`config.mk`:
```
export PLATFORM = sky130hd
export DESIGN_NAME = ppab_blend
export DESIGN_NICKNAME = d
export VERILOG_FILES = /design/src/hw/rtl/ppab_pkg.sv /design/src/hw/rtl/ppab_blend.sv
export SDC_FILE = /design/constraint.sdc
export NUM_CORES = 2
export LEC_CHECK = 0
export BUFFER_PORTS_ARGS = -buffer_cell sky130_fd_sc_hd__buf_4
export CORE_ASPECT_RATIO = 0.5
export CORE_UTILIZATION = 25
export CTS_CLUSTER_DIAMETER = 100
export DETAILED_ROUTE_END_ITERATION = 8
export GPL_ROUTABILITY_DRIVEN = 0
export GPL_TIMING_DRIVEN = 0
export SYNTH_ARGS = -nofsm -noshare
export SYNTH_HDL_FRONTEND = slang
export SYNTH_SLANG_ARGS = --single-unit
```
`constraint.sdc`:
```
create_clock -name clk_i -period 10.1 [get_ports clk_i]
set_input_delay 2.02 -clock clk_i [delete_from_list [all_inputs] [get_ports clk_i]]
set_output_delay 2.02 -clock clk_i [all_outputs]
set_load 0.05 [all_outputs]
```
`src/hw/rtl/ppab_pkg.sv`:
```
// shared types and constants of the pixel plot / alpha blend block
// no dependencies; imported by every module of the block
package ppab_pkg;

  // default framebuffer geometry
  localparam int unsigned MAX_WIDTH_DEF  = 256;
  localparam int unsigned MAX_HEIGHT_DEF = 256;

  // configuration port
  localparam int unsigned CFG_IDX_W  = 2;
  localparam int unsigned CFG_DATA_W = 9;
  localparam logic [CFG_IDX_W-1:0] CFG_IMAGE_WIDTH  = 2'd0;
  localparam logic [CFG_IDX_W-1:0] CFG_IMAGE_HEIGHT = 2'd1;
  localparam logic [CFG_IDX_W-1:0] CFG_PIXEL_FORMAT = 2'd2;

  // operation codes; the unused code behaves as a read
  localparam logic [1:0] MODE_READ   = 2'd0;
  localparam logic [1:0] MODE_OPAQUE = 2'd1;
  localparam logic [1:0] MODE_BLEND  = 2'd2;

  // divide by 500 as multiply by reciprocal, exact for sums below 2^17
  localparam logic [18:0]  DIV500_MUL   = 19'd268436;
  localparam int unsigned  DIV500_SHIFT = 27;

  // one stored pixel, red in the low byte
  typedef struct packed {
    logic [7:0] alpha;
    logic [7:0] blue;
    logic [7:0] green;
    logic [7:0] red;
  } pixel_t;

  // input beat
  typedef struct packed {
    logic [1:0]         mode;
    logic signed [15:0] x_pos;
    logic signed [15:0] y_pos;
    logic [7:0]         red_in;
    logic [7:0]         green_in;
    logic [7:0]         blue_in;
    logic [7:0]         alpha_in;
  } in_beat_t;

  // result beat
  typedef struct packed {
    logic [7:0] red_out;
    logic [7:0] green_out;
    logic [7:0] blue_out;
    logic [7:0] alpha_out;
    logic       clipped;
  } out_beat_t;

  // control from the sequencer to the blend datapath
  typedef struct packed {
    logic       load;
    logic [1:0] mode;
    logic       rgba;
  } blend_ctrl_t;

  // sequencer states
  typedef enum logic [1:0] {
    ST_IDLE,
    ST_READ,
    ST_DONE
  } state_e;

endpackage

```
`src/hw/rtl/ppab_blend.sv`:
```
// blend datapath: registered weighted sums, then constant division
// depends on ppab_pkg for pixel and control types and divider constants
module ppab_blend
  import ppab_pkg::*;
(
  input  logic        clk_i,
  input  blend_ctrl_t ctrl_i,
  input  pixel_t      old_i,
  input  pixel_t      colour_i,
  output pixel_t      word_o
);

  logic [16:0] sum_q [3];
  logic [16:0] sum_d [3];
  pixel_t      plain_q, plain_d;
  logic        blend_q;
  logic        rgba_q;
  logic [7:0]  alpha_q, alpha_d;
  logic [7:0]  old_c [3];
  logic [7:0]  new_c [3];
  logic [7:0]  res_c [3];
  logic [8:0]  alpha_sum;

  // weighted sum of old and new channel
  function automatic logic [16:0] wsum(input logic [7:0] old_v, input logic [7:0] w_old,
                                       input logic [7:0] new_v, input logic [7:0] w_new);
    logic [15:0] p_old;
    logic [15:0] p_new;
    p_old = 16'(old_v) * 16'(w_old);
    p_new = 16'(new_v) * 16'(w_new);
    return {1'b0, p_old} + {1'b0, p_new};
  endfunction

  // floor(v/255), exact for v below 65280
  function automatic logic [7:0] div255(input logic [16:0] v);
    logic [16:0] t;
    t = {1'b0, v[15:0]} + 17'd1 + 17'(v[15:8]);
    return t[15:8];
  endfunction

  // floor(v/500) keeping the low byte
  function automatic logic [7:0] div500(input logic [16:0] v);
    logic [35:0] p;
    p = 36'(v) * 36'(DIV500_MUL);
    return p[DIV500_SHIFT +: 8];
  endfunction

  assign old_c = '{old_i.red, old_i.green, old_i.blue};
  assign new_c = '{colour_i.red, colour_i.green, colour_i.blue};

  // first stage: products per channel and the non-blend word
  always_comb begin
    for (int i = 0; i < 3; i++) begin
      if (ctrl_i.rgba) begin
        sum_d[i] = wsum(old_c[i], old_i.alpha, new_c[i], colour_i.alpha);
      end else begin
        sum_d[i] = wsum(old_c[i], 8'd255 - colour_i.alpha, new_c[i], colour_i.alpha);
      end
    end
    alpha_sum = {1'b0, old_i.alpha} + {1'b0, colour_i.alpha};
    alpha_d   = ctrl_i.rgba ? alpha_sum[8:1] : old_i.alpha;
    if (ctrl_i.mode == MODE_OPAQUE) begin
      plain_d       = colour_i;
      plain_d.alpha = ctrl_i.rgba ? 8'hFF : old_i.alpha;
    end else begin
      plain_d = old_i;
    end
  end

  always_ff @(posedge clk_i) begin
    if (ctrl_i.load) begin
      sum_q   <= sum_d;
      plain_q <= plain_d;
      alpha_q <= alpha_d;
      blend_q <= (ctrl_i.mode == MODE_BLEND);
      rgba_q  <= ctrl_i.rgba;
    end
  end

  // second stage: divide and assemble
  always_comb begin
    for (int i = 0; i < 3; i++) begin
      res_c[i] = rgba_q ? div500(sum_q[i]) : div255(sum_q[i]);
    end
    if (blend_q) begin
      word_o = '{alpha: alpha_q, blue: res_c[2], green: res_c[1], red: res_c[0]};
    end else begin
      word_o = plain_q;
    end
  end

endmodule

```
Word level (Yosys, flattened, before mapping)

Index checks and enable logic that the tools add are counted.

Memories kept: 0
RAM bits: 0
Input port bits: 69
Bits in latches: 0
Output and inout bits: 32
Memory bits (read-only): 0
Flip-flop bits (word level): 93
Word-level logic and storage cells: 48

Eq/ne operators: 2
Multipliers: 12
Bitwise gates (word level): 0
$add $sub $neg: 14
Magnitude comparators: 0
Muxes and demuxes: 10
Reduce and logical (&&, ||, !) cells: 0
Shifts and indexed selects: 0
Divide/modulo/power cells: 0

Operators with widths:

| operator                                             | number |
|---|---|
| multiplier 8 x 8 -> 16 bit                           | 9 |
| adder 16 x 16 -> 17 bit                              | 6 |
| multiplier 17 x 17 -> 33 bit (second input constant) | 3 |
| two-way mux 32 bit                                   | 2 |
| two-way mux 17 bit                                   | 3 |
| adder 16 x 1 -> 16 bit (second input constant)       | 3 |
| adder 16 x 8 -> 16 bit                               | 3 |
| two-way mux 8 bit                                    | 5 |
| adder 8 x 8 -> 9 bit                                 | 1 |
| subtractor 8 bit (first input constant)              | 1 |
| equality test 2 x 1 -> 1 bit (second input constant) | 1 |
| equality test 2 bit (second input constant)          | 1 |

Longest topological paths before layout

Depth in word-level cells: 4
Mapped depth: 31
Depth with buffers taken out: 29

Least setup slack after synthesis

No wires, ideal clock.

Kind: input port to flip-flop
From: input colour_i[26] in the netlist's numbering
To: register sum_q[16] in the netlist's numbering (data pin)
Buffers on the path: 2
Library setup time: 272 ps
Slack: 1052 ps
Cell stages on the path: 29
Arrival: 8777 ps
Data required time: 9828 ps
Cells stage by stage: clkbuf_1 > clkbuf_1 > nand2_1 > fa_1 > fa_1 > inv_1 > fa_1 > inv_1 > fa_1 > inv_1 > ha_1 > inv_1 > a21oi_1 > nand2b_1 > fa_1 > fa_1 > inv_1 > fa_1 > inv_1 > fa_1 > inv_1 > ha_1 > nand2_1 > o21ai_0 > a41oi_1 > a211o_1 > o21ai_0 > xnor2_1 > mux2i_1

RTL lines:

| element                | RTL line         | RTL |
|---|---|---|
| start: declaration     | ppab_blend.sv:9  | `input pixel_t colour_i,` |
| end signal: assignment | ppab_blend.sv:72 | `sum_q <= sum_d;` |
| end: declaration       | ppab_blend.sv:13 | `logic [16:0] sum_q [3];` |

==> key figures <==
GRT
  • Grt ovf: 0
  • Initial antenna violation count: 12
  • Largest net degree at the start of global routing: 94
  • Vias in the first global route: 27,263
  • First-pass GRT wire length: 158,000 um
  • GRT Total Usage: 0.138

Critical path
  • Worst setup SP type: input port
  • Critical Path AT: 9.88 ns
  • Top delay family on crit path: adder cells
  • CP Capture Type: flip-flop
  • Most frequent CP cell: fa_1
  • Crit path largest cell delay: 0.56 ns
  • Buf/Inv on CP: 10
  • Critical path required time: 10.19 ns
  • CP Class: in2reg
  • Crit-path max FO: 10
  • Slowest CP cell: nor4_2

Die
  • # IOs: 101
  • Initial Util: 0.254
  • Die X: 543 um
  • Die Ht: 272 um
  • Site Rows: 98
  • Die footprint: 0.148 mm^2
  • Area of the core: 0.144 mm^2

Routing
  • Final wirelength: 101,000 um
  • Vias: 26,824
  • Initial DRC count: 1,620
  • Antenna viol nets, final: 0
  • DRC errors left: 0
  • Wirelength per Cell: 16.6 um
  • DR pass1 iterations: 5
  • Vias/cell: 4.43

Logic synthesis
  • Number of synthesized flops with an enable pin: 93
  • Synth unique cells: 75
  • Avg Inst Size Synth: 9.16 um^2
  • Ys async rst share: 0
  • Top FF cell, synth: edfxtp_1
  • YS warnings: 0
  • Register area share after synthesis: 0.0764
  • Syn Inst Count: 3,990
  • Synthesized area: 0.0365 mm^2
  • Register bit total from synthesis: 93

Timing
  • RSZ-0062 raised after global routing: yes
  • Post-layout min period: 9.79 ns
  • Setup violators final: 0
  • Max-slew violations: 0
  • Final Hold Violating Endpoints: 0
  • Fmax: 102 MHz
  • Worst setup margin: 0.312 ns
  • Final period utilization: 0.969
  • Slew @ Worst Pin: 1.47 ns
  • Relative slew slack: 0.0213

Placement
  • Port Buffers: 99
  • Pre-CTS setup slack: -1.26 ns
  • Dpl cell area: 0.0397 mm^2
  • Dpl hpwl: 84,300 um

Layout
  • # nets final: 5,465
  • Commonest non-fill, non-tap cells in the layout: 908 x inv_1, 757 x ha_1, 541 x fa_1, 279 x nand2_1, 258 x and2_1
  • Final cell area excluding filler cells: 0.0401 mm^2
  • Post-layout util: 0.279
  • Layout cells sized above 1: 0.0519
  • Final-layout fill cell count: 15,497
  • Synthesis-to-finish area growth: 9.88%
  • Commonest non-fill, non-tap cell in the layout: inv_1

Clocking
  • # Post-CTS Setup Buffers: 0
  • Clock Tree Buf Depth: 2
  • CTS tree: yes
  • # H-tree levels: 3
  • CTS sink cnt: 93
  • CTS Buf Count: 9
  • Hold buffers post-CTS: 0
  • Clk Tree Root Cell: clkbuf_16
  • Clk pin slew, worst setup/hold paths: 0.08 ns

Status
  • Status: complete, no violations

Job
  • MaxCap Viol Count: 0

Hold path
  • Worst min-delay path category: in2reg
## final cells by class
| type | instances | area (um^2) | area share |
|---|---|---|---|
| Antenna cell | 6 | 15.0 | 0.000374 |
| Buffer | 99 | 394 | 0.00982 |
| Clock buffer | 9 | 225 | 0.00561 |
| Clock inverter | 7 | 78.8 | 0.00196 |
| Inverter | 910 | 3420 | 0.0851 |
| Multi-Input combinational cell | 2886 | 30000 | 0.748 |
| Sequential cell | 93 | 2790 | 0.0696 |
| Tap cell | 1950 | 2440 | 0.0608 |
| Timing Repair Buffer | 99 | 743 | 0.0185 |
## path summary, 6_finish.rpt
| check | startpoint | endpoint | depth (start not counted) |
|---|---|---|---|
| max | colour_i[26] | sum_q[15] | 29 |
| min | ctrl_i[1] | blend_q | 2 |
## per-stage QoR
step,instances,hold slack (ns),TNS (ns)
4_1_cts,6053,1.92,0
3_5_place_dp,6041,2.31,-15.92
3_3_place_gp,6041,2.31,-16.61
5_1_grt,6059,1.93,-0.0237
6_report,6059,1.93,0
2_1_floorplan,3992,2.12,0
## kinds of logic (layout without fill, tap and decap cells)
group,after synthesis,after routing,synth area share
XOR/XNOR,133,133,0.0319
flip-flops,93,93,0.0764
adder cells (fa/ha/maj),1298,1298,0.556
other,1,9,0.000103
multiplexers,65,65,0.0195
AO/OA/AOI/OAI,407,407,0.0730
buffers and inverters,1013,1124,0.104
AND/OR/NAND/NOR,980,980,0.139
## layer usage
layer  vias to the layer above  GRT usage  part of all wire
met5                         -          0           0.00056
met2                       632      0.238              0.48
met4                        10     0.0470             0.032
met3                       125     0.0160             0.053
li1                      12917          -                 -
met1                     13140      0.178              0.44
## cell usage after synthesis, drive strengths merged, types with 6 or more instances
master / count / area share
edfxtp: 93 / 0.076
or2: 7 / 0.0012
a31oi: 11 / 0.0019
nand3: 42 / 0.0059
o211ai: 13 / 0.0027
o31ai: 8 / 0.0016
xor2: 53 / 0.013
o21a: 17 / 0.0035
and2: 258 / 0.044
mux2i: 17 / 0.0047
a211o: 6 / 0.0014
nor2: 100 / 0.010
nor4: 8 / 0.0014
inv: 908 / 0.093
mux2: 48 / 0.015
a21oi: 124 / 0.017
a31o: 7 / 0.0017
or3: 16 / 0.0027
nor2b: 122 / 0.021
a21boi: 14 / 0.0029
and3: 11 / 0.0019
nand2b: 80 / 0.014
o21ai: 78 / 0.011
nand2: 279 / 0.029
fa: 541 / 0.30
nand4: 9 / 0.0015
ha: 757 / 0.26
clkbuf: 97 / 0.010
a211oi: 29 / 0.0061
nor3: 44 / 0.0060
a41oi: 10 / 0.0024
buf: 6 / 0.00065
xnor2: 80 / 0.019
a21o: 29 / 0.0060
## timing repair
item                                    in CTS  in global routing
hold endpoints to repair                     0                  0
gates resized for setup                     15                 28
pin swaps                                    0                  0
endpoints found under the setup margin      20                 10
## flip-flops by register name (all words and copies together) (netlist names)
name     count
blend_q      1
alpha_q      8
rgba_q       1
plain_q     32
sum_q       51
Power is not shown: default switching activity piles up to over one toggle a cycle in this logic, so the estimate is an artifact.
